$ cat src/hw/rtl/interleave_match_counter_macros.svh
// Assertion macros for the interleave match counter.
// Empty bodies in synthesis builds.
`ifndef INTERLEAVE_MATCH_COUNTER_MACROS_SVH
`define INTERLEAVE_MATCH_COUNTER_MACROS_SVH
`ifndef SYNTHESIS
// Property must hold at every rising clock edge out of reset
`define IMC_ASSERT(lbl, clk, rst_n, prop) \
  lbl: assert property (@(posedge clk) disable iff (!rst_n) prop) \
    else $error("imc: assertion failed");
// Condition must never be seen at a rising clock edge out of reset
`define IMC_ASSERT_NEVER(lbl, clk, rst_n, cond) \
  lbl: assert property (@(posedge clk) disable iff (!rst_n) !(cond)) \
    else $error("imc: forbidden condition seen");
`else
`define IMC_ASSERT(lbl, clk, rst_n, prop)
`define IMC_ASSERT_NEVER(lbl, clk, rst_n, cond)
`endif
`endif

$ cat src/hw/rtl/imc_pkg.sv
`default_nettype none

package imc_pkg;

  // Field widths
  localparam int unsigned CmdW    = 2;
  localparam int unsigned PosW    = 14;
  localparam int unsigned ValW    = 16;
  localparam int unsigned SeqLenW = 13;
  localparam int unsigned WaysW   = 30;
  localparam int unsigned DataW   = 32;

  localparam int unsigned MaxLenDefault = 4096;

  localparam logic [WaysW-1:0] Modulus = 30'd998244353;

  // Command queue between front and back
  localparam int unsigned QueueDepth = 2;
  localparam int unsigned QueuePtrW  = (QueueDepth > 1) ? $clog2(QueueDepth) : 1;
  localparam int unsigned QueueCntW  = $clog2(QueueDepth + 1);

  typedef enum logic [CmdW-1:0] {
    CMD_LOAD_A = 2'd0,
    CMD_LOAD_B = 2'd1,
    CMD_TARGET = 2'd2
  } cmd_e;

  typedef enum logic [1:0] {
    OP_LOAD_A,
    OP_LOAD_B,
    OP_TARGET
  } op_e;

  typedef enum logic [1:0] {
    BK_IDLE,
    BK_UPDATE,
    BK_EMIT
  } back_state_e;

  // Classified item as queued for the back end
  typedef struct packed {
    op_e                kind;
    logic [PosW-1:0]    pos_m1;
    logic [ValW-1:0]    value;
    logic               first;
    logic               last;
  } op_t;

  typedef struct packed {
    logic full;
    logic empty;
  } q_status_t;

  // Add two residues, result reduced once
  function automatic logic [WaysW-1:0] mod_add(input logic [WaysW-1:0] x,
                                                input logic [WaysW-1:0] y);
    logic [WaysW:0] s;
    s = {1'b0, x} + {1'b0, y};
    if (s >= {1'b0, Modulus}) begin
      s = s - {1'b0, Modulus};
    end
    return s[WaysW-1:0];
  endfunction

endpackage

`default_nettype wire

$ cat src/hw/rtl/imc_queue.sv
`default_nettype none

module imc_queue (
  input  wire logic          clk_i,
  input  wire logic          rst_ni,
  input  wire logic          push_i,
  input  wire imc_pkg::op_t  op_i,
  input  wire logic          pop_i,
  output imc_pkg::op_t       head_o,
  output imc_pkg::q_status_t stat_o
);

  import imc_pkg::*;

  op_t                  entry_q [QueueDepth];
  logic [QueuePtrW-1:0] wr_ptr_q, wr_ptr_d;
  logic [QueuePtrW-1:0] rd_ptr_q, rd_ptr_d;
  logic [QueueCntW-1:0] count_q, count_d;

  assign stat_o.full  = (count_q == QueueCntW'(QueueDepth));
  assign stat_o.empty = (count_q == '0);
  assign head_o       = entry_q[rd_ptr_q];

  // Advance pointers with wrap
  always_comb begin
    wr_ptr_d = wr_ptr_q;
    rd_ptr_d = rd_ptr_q;
    count_d  = count_q;
    if (push_i) begin
      wr_ptr_d = (wr_ptr_q == QueuePtrW'(QueueDepth - 1)) ? '0 : wr_ptr_q + QueuePtrW'(1);
    end
    if (pop_i) begin
      rd_ptr_d = (rd_ptr_q == QueuePtrW'(QueueDepth - 1)) ? '0 : rd_ptr_q + QueuePtrW'(1);
    end
    if (push_i && !pop_i) begin
      count_d = count_q + QueueCntW'(1);
    end else if (pop_i && !push_i) begin
      count_d = count_q - QueueCntW'(1);
    end
  end

  always_ff @(posedge clk_i or negedge rst_ni) begin
    if (!rst_ni) begin
      wr_ptr_q <= '0;
      rd_ptr_q <= '0;
      count_q  <= '0;
    end else begin
      wr_ptr_q <= wr_ptr_d;
      rd_ptr_q <= rd_ptr_d;
      count_q  <= count_d;
    end
  end

  // Store pushed entry
  always_ff @(posedge clk_i) begin
    if (push_i) begin
      entry_q[wr_ptr_q] <= op_i;
    end
  end

endmodule

`default_nettype wire

$ cat config.mk
export PLATFORM = sky130hd
export DESIGN_NAME = imc_queue
export DESIGN_NICKNAME = d
export VERILOG_FILES = /design/src/hw/rtl/interleave_match_counter_macros.svh /design/src/hw/rtl/imc_pkg.sv /design/src/hw/rtl/imc_queue.sv
export SDC_FILE = /design/constraint.sdc
export NUM_CORES = 1
export LEC_CHECK = 0
export BUFFER_PORTS_ARGS = -buffer_cell sky130_fd_sc_hd__buf_2
export CAP_MARGIN = 20
export CORE_MARGIN = 2
export CORE_UTILIZATION = 30
export CTS_BUF_LIST = sky130_fd_sc_hd__clkbuf_16
export DETAILED_ROUTE_END_ITERATION = 16
export SLEW_MARGIN = 40
export SYNTH_ARGS = -nofsm -noshare
export SYNTH_HDL_FRONTEND = slang
export SYNTH_SLANG_ARGS = --single-unit
$ cat constraint.sdc
create_clock -name clk_i -period 2.6 [get_ports clk_i]
set_input_delay 0.13 -clock clk_i [delete_from_list [all_inputs] [get_ports clk_i]]
set_output_delay 0.13 -clock clk_i [all_outputs]
set_load 0.02 [all_outputs]
==> impl_summary.log <==
INFO  metric outcome = completed
INFO  metric worst-path-stages = 3
INFO  metric clock_tree.htree_level_count = 3
INFO  metric timing.setup.tns = 0 ns
INFO  metric synthesis.area = 2790 um2
INFO  metric period_minus_slack = 1.82 ns
INFO  metric clock_path_buffers = 2
INFO  metric timing.final.setup_violations = 0
INFO  metric postSynthCellCount = 122
INFO  metric routedWlPerCell = 13.4 um
INFO  metric finalWorstSetupSlack = 0.779 ns
INFO  metric firstDrtPassIters = 3
INFO  metric worst_r2r_endpoint = entry_q[0][32]
INFO  metric pwr_density_cell = 1090 nW/um2
INFO  metric cts.clk_slew.worst_paths = 0.05 ns
INFO  metric die_x = 100 um
INFO  metric critical_path.endpoint = head_o[19]
INFO  metric avgViaCountPerCell = 4.10
INFO  metric grt_antenna_before_repair = 0
INFO  metric setup_repair_after_global_routing_missed_its_margin = no
INFO  metric postSynth.topFlopCell = sky130_fd_sc_hd__edfxtp_1
INFO  metric ffs_latches_synth = 72
INFO  metric yosys_warnings = 0
INFO  metric cp_num_buf_inv = 2
INFO  metric critical_path.cell_chain = buf_12, mux2_2, buf_2
INFO  metric io_pins = 74
INFO  metric vdd_ir_drop_max = 0.541 mV
INFO  metric grt.total_usage = 10.1%
INFO  metric design.final.nets = 279
INFO  metric synthTopCellsByCount = sky130_fd_sc_hd__edfxtp_1 (68), sky130_fd_sc_hd__mux2_4 (29), sky130_fd_sc_hd__mux2_2 (5), sky130_fd_sc_hd__dfrtp_1 (4), sky130_fd_sc_hd__xor2_1 (4)
INFO  metric synthMostInstantiatedCell = sky130_fd_sc_hd__edfxtp_1
INFO  metric port_buffers = 73
INFO  metric cts_made_buffers = 9
INFO  metric top_area_cell_type_share_of_the_netlist_area = 73.2%
INFO  metric drc_errors = 0
INFO  metric start_util = 30.5%
INFO  metric via_count_of_the_first_global_routing_pass = 1605
INFO  metric hold_start = op_i[21]
INFO  metric worst-endpoint-arrival = 1.69 ns
INFO  metric place_worst_setup_slack = 1.06 ns
INFO  metric clock-sinks = 72
INFO  metric startpoint_type = flip-flop
INFO  metric dp.final_hpwl = 3.00 mm
INFO  metric timing.slew.headroom = 65.4%
INFO  metric timing_hold_violations_final = 0
INFO  metric finalClockSkew = 0.00195 ns
INFO  metric timing_worst_slew_pin_value = 0.518 ns
INFO  metric clock_insertion_delay_worst_skew = 0.32 ns
INFO  metric max_freq = 549 MHz
INFO  metric asyncSetResetFlopFracSynth = 5.56%
INFO  metric end_kind = output port
INFO  metric synthTopCellsByArea = sky130_fd_sc_hd__edfxtp_1 (73%), sky130_fd_sc_hd__mux2_4 (16%), sky130_fd_sc_hd__dfrtp_1 (3.6%)
INFO  metric fp.coreArea = 9150 um2
INFO  metric first_pass_grt_wire_length = 7.57 mm
INFO  metric slew_viol_final = 0
INFO  metric grt_max_degree = 35
INFO  metric worst-path-max-fanout = 27
INFO  metric gr-total-overflow = 0
INFO  metric post_route_cells_drive_above_1_share = 51.6%
INFO  metric fp.dieH = 100 um
INFO  metric hold_path_class = input pin to flip-flop
INFO  metric drv.max_cap_violation_count = 0
INFO  metric syn_avg_cell_area = 22.9 um2
INFO  metric crit_path_required_time = 2.47 ns
INFO  metric dr.first_iter.drc_count = 48
INFO  metric flow.area_growth_from_synthesis = 40.6%
INFO  metric timing.reg2reg.setup_slack = 1.11 ns
INFO  metric syn_nets = 161
INFO  metric total_via_count_after_detailed_routing = 1456
INFO  metric clk_root_buffer_cell = sky130_fd_sc_hd__clkbuf_16
INFO  metric cts_tree = built
INFO  metric cellLeakagePower = 1.61 nW
INFO  metric critPathLaunch = rd_ptr_q
INFO  metric die_area = 10100 um2
INFO  metric final_antenna_net_count = 0
INFO  metric worstSetupPathType = flip-flop to output port
INFO  metric post-route-period-util = 70.0%
INFO  metric critPathSlowestCell = sky130_fd_sc_hd__dfrtp_2
INFO  metric cell_row_count = 35
INFO  metric synth_edf_count = 68
INFO  metric top_family_by_delay_on_critical_path = flip-flops
INFO  metric finalWirelength = 4.76 mm
INFO  metric synth.distinct_cells = 13
INFO  metric regToRegStartpoint = wr_ptr_q
INFO  metric synth_sequential_area_ratio = 76.7%
INFO  metric insertedDiodeCount = 0
INFO  metric cpPeakStageDelay = 0.56 ns
INFO  metric yosys.area.top_type = sky130_fd_sc_hd__edfxtp_1
INFO  metric number_of_cells_traversed_by_the_worst_register_to_register_path = 2
INFO  metric gpl.final_weighted_congestion = 0.696
power breakdown:
group / internal (mW) / leakage (nW) / switching [mW]
Sequential: 1.55 / 0.684 / 0.111
Clock: 0.822 / 0.158 / 0.411
Combinational: 0.644 / 0.764 / 0.723
Total: 3.01 / 1.61 / 1.24
cell usage in the layout, fill, tap and decap left out:
| master | count |
|---|---|
| sky130_fd_sc_hd__clkinv_2 | 2 |
| sky130_fd_sc_hd__mux2_2 | 5 |
| sky130_fd_sc_hd__nor2_1 | 2 |
| sky130_fd_sc_hd__clkbuf_16 | 9 |
| sky130_fd_sc_hd__nor2b_4 | 1 |
| sky130_fd_sc_hd__mux2_4 | 29 |
| sky130_fd_sc_hd__ha_1 | 1 |
| sky130_fd_sc_hd__dfrtp_1 | 3 |
| sky130_fd_sc_hd__buf_4 | 2 |
| sky130_fd_sc_hd__bufinv_16 | 2 |
| sky130_fd_sc_hd__and2_4 | 1 |
| sky130_fd_sc_hd__nor2b_1 | 1 |
| sky130_fd_sc_hd__xnor2_1 | 1 |
| sky130_fd_sc_hd__edfxtp_1 | 68 |
| sky130_fd_sc_hd__buf_2 | 73 |
| sky130_fd_sc_hd__inv_1 | 3 |
| sky130_fd_sc_hd__buf_12 | 1 |
| sky130_fd_sc_hd__xor2_1 | 4 |
| sky130_fd_sc_hd__dlygate4sd3_1 | 35 |
| sky130_fd_sc_hd__dfrtp_2 | 1 |
kinds of logic after synthesis:
family | synth area share [%]
DFF | 76.7
muxes | 17.6
xor gates and xnor gates | 1.57
buffers and inverters | 2.69
and+or+nand+nor | 0.941
adders and majority gates | 0.448
what timing repair did:
item,CTS,global route
gates resized for setup,0,0
hold buffers,35,0
hold endpoints to repair,71,0
setup buffers,0,0
setup endpoints to repair,0,0
state kept, by name, indices dropped and copies added (netlist names):
register	flops
count_q	2
entry_q	68
rd_ptr_q	1
wr_ptr_q	1
cell type report:
| cell class | instances | area (um2) |
|---|---|---|
| tap | 111 | 139 |
| inverter | 1 | 3.75 |
| timing repair buffer | 111 | 751 |
| clock inverter | 6 | 77.6 |
| clock buffer | 9 | 225 |
| multi-input combinational | 45 | 584 |
| fill | 820 | 5230 |
| sequential | 72 | 2140 |
worst register-to-register path: stages, from the launching register on:
cell and delay, ns:
sky130_fd_sc_hd__dfrtp_1 0.42, sky130_fd_sc_hd__nor2b_4 0.45, sky130_fd_sc_hd__buf_4 0.31
metal layers:
layer	vias to the layer above	wire length [um]	GRT usage (%)
met3	5	364	4.37
met1	694	2010	11.9
li1	705	-	-
met5	-	0	0
met4	0	25	4.11
met2	52	2350	16.2
worst min-delay path by stage:
stage | endpoint | slack [ns] | cells past startpoint
3_5_place_dp | count_q[1] | -0.06 | 1
6_report | entry_q[0][21] | 0.02 | 1
4_1_cts | entry_q[0][21] | 0.005 | 1
5_1_grt | entry_q[0][21] | 0.0009 | 1
2_1_floorplan | count_q[0] | -0.17 | 0
3_3_place_gp | count_q[1] | -0.06 | 1
metrics by stage:
stage          total power, mW  cell area (um2)  util [%]  std cells  hold slack [ns]
4_1_cts                   4.33             3920      42.9        355          0.00514
6_report                  4.26             3920      42.9        355           0.0166
5_1_grt                   4.47             3920      42.9        355         0.000942
2_1_floorplan             2.72             2790         -        122           -0.166
3_5_place_dp              3.04             3270      35.7        305          -0.0564
3_3_place_gp              3.03             3270      35.7        305          -0.0596
(Power assumes the default switching activity.)
