--- config.mk ---
export PLATFORM = sky130hd
export DESIGN_NAME = imc_front
export DESIGN_NICKNAME = d
export VERILOG_FILES = /design/src/hw/rtl/interleave_match_counter_macros.svh /design/src/hw/rtl/imc_pkg.sv /design/src/hw/rtl/imc_front.sv
export SDC_FILE = /design/constraint.sdc
export NUM_CORES = 1
export LEC_CHECK = 0
export ABC_CLOCK_PERIOD_IN_PS = 2200
export CAP_MARGIN = 20
export CORE_ASPECT_RATIO = 0.9
export CORE_MARGIN = 8
export CORE_UTILIZATION = 30
export DETAILED_ROUTE_END_ITERATION = 8
export DONT_BUFFER_PORTS = 1
export PLACE_DENSITY_LB_ADDON = 0.1
export REMOVE_ABC_BUFFERS = 1
export SLEW_MARGIN = 20
export SYNTH_ARGS = -nofsm -noshare
export SYNTH_HDL_FRONTEND = slang
export SYNTH_SLANG_ARGS = --single-unit
export TNS_END_PERCENT = 50
--- constraint.sdc ---
create_clock -name vclk -period 2.2
set_clock_uncertainty 0.05 [all_clocks]
set_input_delay 0.11 -clock vclk [all_inputs]
set_output_delay 0.11 -clock vclk [all_outputs]
set_load 0.05 [all_outputs]
--- src/hw/rtl/interleave_match_counter_macros.svh ---
// Assertion macros for the interleave match counter.
// Empty bodies in synthesis builds.
`ifndef INTERLEAVE_MATCH_COUNTER_MACROS_SVH
`define INTERLEAVE_MATCH_COUNTER_MACROS_SVH
`ifndef SYNTHESIS
// Property must hold at every rising clock edge out of reset
`define IMC_ASSERT(lbl, clk, rst_n, prop) \
  lbl: assert property (@(posedge clk) disable iff (!rst_n) prop) \
    else $error("imc: assertion failed");
// Condition must never be seen at a rising clock edge out of reset
`define IMC_ASSERT_NEVER(lbl, clk, rst_n, cond) \
  lbl: assert property (@(posedge clk) disable iff (!rst_n) !(cond)) \
    else $error("imc: forbidden condition seen");
`else
`define IMC_ASSERT(lbl, clk, rst_n, prop)
`define IMC_ASSERT_NEVER(lbl, clk, rst_n, cond)
`endif
`endif

--- src/hw/rtl/imc_pkg.sv ---
`default_nettype none

package imc_pkg;

  // Field widths
  localparam int unsigned CmdW    = 2;
  localparam int unsigned PosW    = 14;
  localparam int unsigned ValW    = 16;
  localparam int unsigned SeqLenW = 13;
  localparam int unsigned WaysW   = 30;
  localparam int unsigned DataW   = 32;

  localparam int unsigned MaxLenDefault = 4096;

  localparam logic [WaysW-1:0] Modulus = 30'd998244353;

  // Command queue between front and back
  localparam int unsigned QueueDepth = 2;
  localparam int unsigned QueuePtrW  = (QueueDepth > 1) ? $clog2(QueueDepth) : 1;
  localparam int unsigned QueueCntW  = $clog2(QueueDepth + 1);

  typedef enum logic [CmdW-1:0] {
    CMD_LOAD_A = 2'd0,
    CMD_LOAD_B = 2'd1,
    CMD_TARGET = 2'd2
  } cmd_e;

  typedef enum logic [1:0] {
    OP_LOAD_A,
    OP_LOAD_B,
    OP_TARGET
  } op_e;

  typedef enum logic [1:0] {
    BK_IDLE,
    BK_UPDATE,
    BK_EMIT
  } back_state_e;

  // Classified item as queued for the back end
  typedef struct packed {
    op_e                kind;
    logic [PosW-1:0]    pos_m1;
    logic [ValW-1:0]    value;
    logic               first;
    logic               last;
  } op_t;

  typedef struct packed {
    logic full;
    logic empty;
  } q_status_t;

  // Add two residues, result reduced once
  function automatic logic [WaysW-1:0] mod_add(input logic [WaysW-1:0] x,
                                                input logic [WaysW-1:0] y);
    logic [WaysW:0] s;
    s = {1'b0, x} + {1'b0, y};
    if (s >= {1'b0, Modulus}) begin
      s = s - {1'b0, Modulus};
    end
    return s[WaysW-1:0];
  endfunction

endpackage

`default_nettype wire

--- src/hw/rtl/imc_front.sv ---
`default_nettype none

module imc_front #(
  parameter int unsigned MaxLen = imc_pkg::MaxLenDefault
) (
  input  wire logic                        in_valid_i,
  input  wire logic                        in_ready_i,
  input  wire logic [imc_pkg::CmdW-1:0]    cmd_i,
  input  wire logic [imc_pkg::PosW-1:0]    pos_i,
  input  wire logic [imc_pkg::ValW-1:0]    value_i,
  input  wire logic [imc_pkg::SeqLenW-1:0] seq_len_i,
  output logic      [imc_pkg::SeqLenW-1:0] seq_n_o,
  output logic                             push_o,
  output imc_pkg::op_t                     op_o
);

  import imc_pkg::*;

  localparam logic [16:0] MaxLenW = 17'(MaxLen);

  logic [PosW-1:0] two_n;
  logic            keep;

  // Clamp the length into its legal range
  always_comb begin
    if (seq_len_i == '0) begin
      seq_n_o = SeqLenW'(1);
    end else if ({4'b0, seq_len_i} > MaxLenW) begin
      seq_n_o = SeqLenW'(MaxLen);
    end else begin
      seq_n_o = seq_len_i;
    end
  end

  assign two_n = {seq_n_o, 1'b0};

  // Classify the item; drop what the back end has nothing to do with
  always_comb begin
    op_o.pos_m1 = pos_i - PosW'(1);
    op_o.value  = value_i;
    op_o.first  = (pos_i == PosW'(1));
    op_o.last   = (pos_i == two_n);
    op_o.kind   = OP_TARGET;
    keep        = 1'b0;
    case (cmd_e'(cmd_i))
      CMD_LOAD_A: begin
        op_o.kind = OP_LOAD_A;
        keep      = (pos_i != '0) && ({3'b0, pos_i} <= MaxLenW);
      end
      CMD_LOAD_B: begin
        op_o.kind = OP_LOAD_B;
        keep      = (pos_i != '0) && ({3'b0, pos_i} <= MaxLenW);
      end
      CMD_TARGET: begin
        op_o.kind = OP_TARGET;
        keep      = (pos_i != '0) && (pos_i <= two_n);
      end
      default: begin
        keep = 1'b0;
      end
    endcase
  end

  assign push_o = in_valid_i && in_ready_i && keep;

endmodule

`default_nettype wire

==> impl_metrics.json, run 1 <==
{
  "tns_ps": 0,
  "whs_ps": 170,
  "fin_crit_ps": 1990,
  "nFlopsAndLatches": 0,
  "postSynthCellCount": 125,
  "remaining_drc_errors": 0,
  "num-nets-final": 185,
  "dp_hpwl_um": 2670,
  "start_kind": "input pin",
  "max_slew.worst_pin.slew_ps": 894,
  "setup_viol": 0,
  "grt_pass1_vias": 836,
  "yosys.cell_types.count": 35,
  "dieArea_um2": 4810,
  "rows": 18,
  "whs_path_depth": 0,
  "post_cts_resized": 0,
  "cap_violations": 0,
  "io_buffers": 0,
  "cp.required_ps": 2040,
  "final_cell_mix": "nand2_1, inv_1, ha_1, buf_4, xor2_1",
  "design_area_um2": 895,
  "place_congestion": 0.674,
  "regArea_um2": 0,
  "utilization_pct": 32.8,
  "slew_viol_final": 0,
  "grt_util_all_layers_pct": 11.3,
  "fin_crit_sh_pct": 90.6,
  "p_leak_nw": 0.444,
  "hold_class": "input pin to primary output",
  "drtPass1Iterations": 2,
  "post_dp_cell_area_um2": 891,
  "die_h_um": 66.6,
  "yosysSeqAreaShare_pct": 0,
  "syn_to_final_growth_pct": 4.84,
  "crit_arrival_ps": 1830,
  "grt_setup_unrepaired": "false",
  "dieWidth_um": 72.2,
  "relSlewSlack_pct": 40.1,
  "n_antenna_cell": 0,
  "ant_nets": 0,
  "num_vias": 815,
  "finalPower_mw": 0.236,
  "grt_pass1_wl_um": 4380,
  "drive_gt1_share_pct": 18.2,
  "fmax_mhz": 502,
  "hold_start": "cmd_i[1]",
  "clkbuf_count": 0,
  "min_to": "op_o[33]",
  "ir_drop_v": 0.0000998,
  "run_status": "finished, final reports clean",
  "grt_max_degree": 13,
  "syn_avg_cell_area_um2": 6.83,
  "via_per_inst": 5.06,
  "yosysWarningCount": 0,
  "cp-end-kind": "primary output",
  "wl_um": 2950,
  "post-cts-setup-buffers": 0,
  "power_density_nw_per_um2": 264,
  "cts_hold_buf": 0,
  "synthesis.area_um2": 853,
  "grt_antenna_before_repair": 0,
  "grt_overflow": 0,
  "crit_fanout": 12,
  "mostFrequentLayoutCell": "nand2_1",
  "core_um2": 2730,
  "crit_type": "input pin to primary output",
  "wl_per_cell_um": 18.3,
  "io_pins": 95,
  "drtIter0Drc": 2,
  "initial_core_util_pct": 31.3,
  "hold_violations": 0
}
logic make-up after synthesis:
family | share of synthesized area, %
simple gates | 31.2
buf+inv | 22.4
compound gates | 14.1
fa+ha+maj | 22.0
xor+xnor | 10.3
synthesized netlist by cell type (2+ instances only):
library cell	count	area (µm²)
inv_1	16	60.1
nand2_1	19	71.3
nor2_1	6	22.5
nor3_1	5	25.0
ha_1	15	188
nor4_1	5	31.3
xor2_1	7	61.3
a21oi_1	3	15.0
buf_4	16	120
clkbuf_1	3	11.3
nand4_1	2	12.5
xnor2_1	3	26.3
nand3_1	3	15.0
critical path, stage by stage:
cell and delay, ps:
clkinvlp_4 160, nand2_1 160, ha_1 270, a211oi_1 230, o211ai_1 120, o21ai_0 90
o311ai_0 200, a211oi_2 260, buf_4 230
worst max-delay path by stage:
stage	from	to	slack [ps]	cells after the start
after CTS	seq_len_i[12]	push_o	80	9
final	seq_len_i[12]	push_o	210	9
after global placement	seq_len_i[12]	push_o	80	9
after global routing	seq_len_i[12]	push_o	40	9
after floorplan	seq_len_i[1]	push_o	-1870	8
after detailed placement	seq_len_i[12]	push_o	100	9
power by group:
group,switching (mW),internal (mW),total [mW]
sequential,0,0,0
clock,0,0,0
combinational,0.171,0.0650,0.236
total,0.171,0.0650,0.236
layout make-up:
class                      count  area [µm²]
fill                         311        1830
inverter                      16        63.8
multi-input combinational     90         668
tap                           40        50.0
timing repair buffer          15         113
per-layer routing:
metal | track usage (%) | wire, µm | vias to the layer above
met4 | 0 | 0 | 0
met3 | 7.50 | 509 | 0
met1 | 14.6 | 1260 | 348
li1 | - | - | 405
met2 | 16.0 | 1180 | 62
met5 | 0 | 0 | -
stage by stage:
stage          std cells  setup WS (ps)
2_1_floorplan        106          -1870
3_3_place_gp         161           77.3
3_5_place_dp         161            104
4_1_cts              161           82.7
5_1_grt              161           42.2
6_report             161            206
Note: power is estimated with default switching activity, not from simulation.
==> run 2: changes to the inputs <==
--- a/config.mk
+++ b/config.mk
@@ -7,7 +7,6 @@
 export LEC_CHECK = 0
 export ABC_CLOCK_PERIOD_IN_PS = 2200
 export CAP_MARGIN = 20
-export CORE_ASPECT_RATIO = 0.9
 export CORE_MARGIN = 8
 export CORE_UTILIZATION = 30
 export DETAILED_ROUTE_END_ITERATION = 8
==> impl_metrics.json, run 2 (synthesis gave the netlist of run 1 again) <==
{
  "initial_core_util_pct": 31.2,
  "relSlewSlack_pct": 40.5,
  "wl_per_cell_um": 19.4,
  "die_h_um": 69.3,
  "drtIter0Drc": 11,
  "cap_violations": 0,
  "cts_hold_buf": 0,
  "setup_viol": 0,
  "hold_violations": 0,
  "io_pins": 95,
  "slew_viol_final": 0,
  "min_to": "op_o[33]",
  "mostFrequentLayoutCell": "nand2_1",
  "drtPass1Iterations": 4,
  "crit_type": "input pin to primary output",
  "num-nets-final": 185,
  "final_cell_mix": "nand2_1, inv_1, ha_1, buf_4, xor2_1",
  "fin_crit_ps": 1970,
  "ant_nets": 0,
  "cp.required_ps": 2040,
  "io_buffers": 0,
  "syn_to_final_growth_pct": 3.52,
  "grt_pass1_wl_um": 4660,
  "whs_path_depth": 0,
  "whs_ps": 170,
  "crit_arrival_ps": 1810,
  "run_status": "finished, final reports clean",
  "grt_antenna_before_repair": 0,
  "drive_gt1_share_pct": 18.2,
  "start_kind": "input pin",
  "remaining_drc_errors": 0,
  "cp-end-kind": "primary output",
  "grt_setup_unrepaired": "false",
  "wl_um": 2940,
  "fin_crit_sh_pct": 89.6,
  "rows": 19,
  "power_density_nw_per_um2": 268,
  "hold_class": "input pin to primary output",
  "dp_hpwl_um": 2640,
  "grt_max_degree": 13,
  "core_um2": 2730,
  "grt_util_all_layers_pct": 11.2,
  "max_slew.worst_pin.slew_ps": 889,
  "num_vias": 833,
  "finalPower_mw": 0.236,
  "fmax_mhz": 507,
  "grt_overflow": 0,
  "ir_drop_v": 0.000124,
  "place_congestion": 0.727,
  "dieWidth_um": 69.3,
  "p_leak_nw": 0.444,
  "fillCellCount": 306,
  "dieArea_um2": 4810,
  "clkbuf_count": 0,
  "via_per_inst": 5.48,
  "regArea_um2": 0,
  "crit_fanout": 12,
  "n_antenna_cell": 0,
  "grt_pass1_vias": 902,
  "post-cts-setup-buffers": 0,
  "nFlopsAndLatches": 0,
  "hold_start": "cmd_i[1]"
}
run 2: cell counts in the layout (fill, tap and decap cells not counted):
Identical to the previous run, type by type.
run 2: power by group:
part           internal (mW)  switching, mW  total (mW)
clock                      0              0           0
sequential                 0              0           0
combinational         0.0652          0.171       0.236
run 2: per-layer routing:
metal | vias up | share of wire (%) | GRT usage [%]
met4 | 0 | 0 | 0
met5 | - | 0 | 5.56
met3 | 0 | 16 | 7.15
met2 | 72 | 42 | 16.2
met1 | 354 | 42 | 13.8
li1 | 407 | - | -
run 2: cell type report:
| cell class | instances | area (µm²) | area share (%) |
|---|---|---|---|
| inverter | 16 | 63.8 | 7.22 |
| tap | 31 | 38.8 | 4.39 |
| multi-input combinational | 90 | 668 | 75.6 |
| timing repair buffer | 15 | 113 | 12.7 |
run 2: critical path, stage by stage:
cell        delay [ps]
clkinvlp_4         160
nand2_1            170
ha_1               270
a211oi_1           220
o211ai_1           110
o21ai_0             80
o311ai_0           200
a211oi_2           260
buf_4              220
run 2: what timing repair did:
action | 4_1_cts | 5_1_grt
resized for setup | 0 | 1
setup endpoints to repair | 0 | 1
endpoints found under the hold margin | 0 | 0
run 2: how the worst max path moves through the flow:
stage	startpoint	endpoint	slack (ps)
after floorplan	seq_len_i[1]	push_o	-1870
after global placement	seq_len_i[12]	push_o	90
after detailed placement	seq_len_i[12]	push_o	120
after CTS	seq_len_i[12]	push_o	90
after global routing	seq_len_i[12]	push_o	40
final	seq_len_i[12]	push_o	230
run 2: through the flow:
stage / TNS [ps] / cells / cell area (µm²) / util [%] / setup WS (ps)
6_report: 0 / 152 / 883 / 32.3 / 228
5_1_grt: 0 / 152 / 883 / 32.3 / 38.9
4_1_cts: 0 / 152 / 880 / 32.2 / 91.4
3_5_place_dp: 0 / 152 / 880 / 32.2 / 116
3_3_place_gp: 0 / 152 / 880 / 32.2 / 91.2
2_1_floorplan: -2820 / 106 / 722 / - / -1870
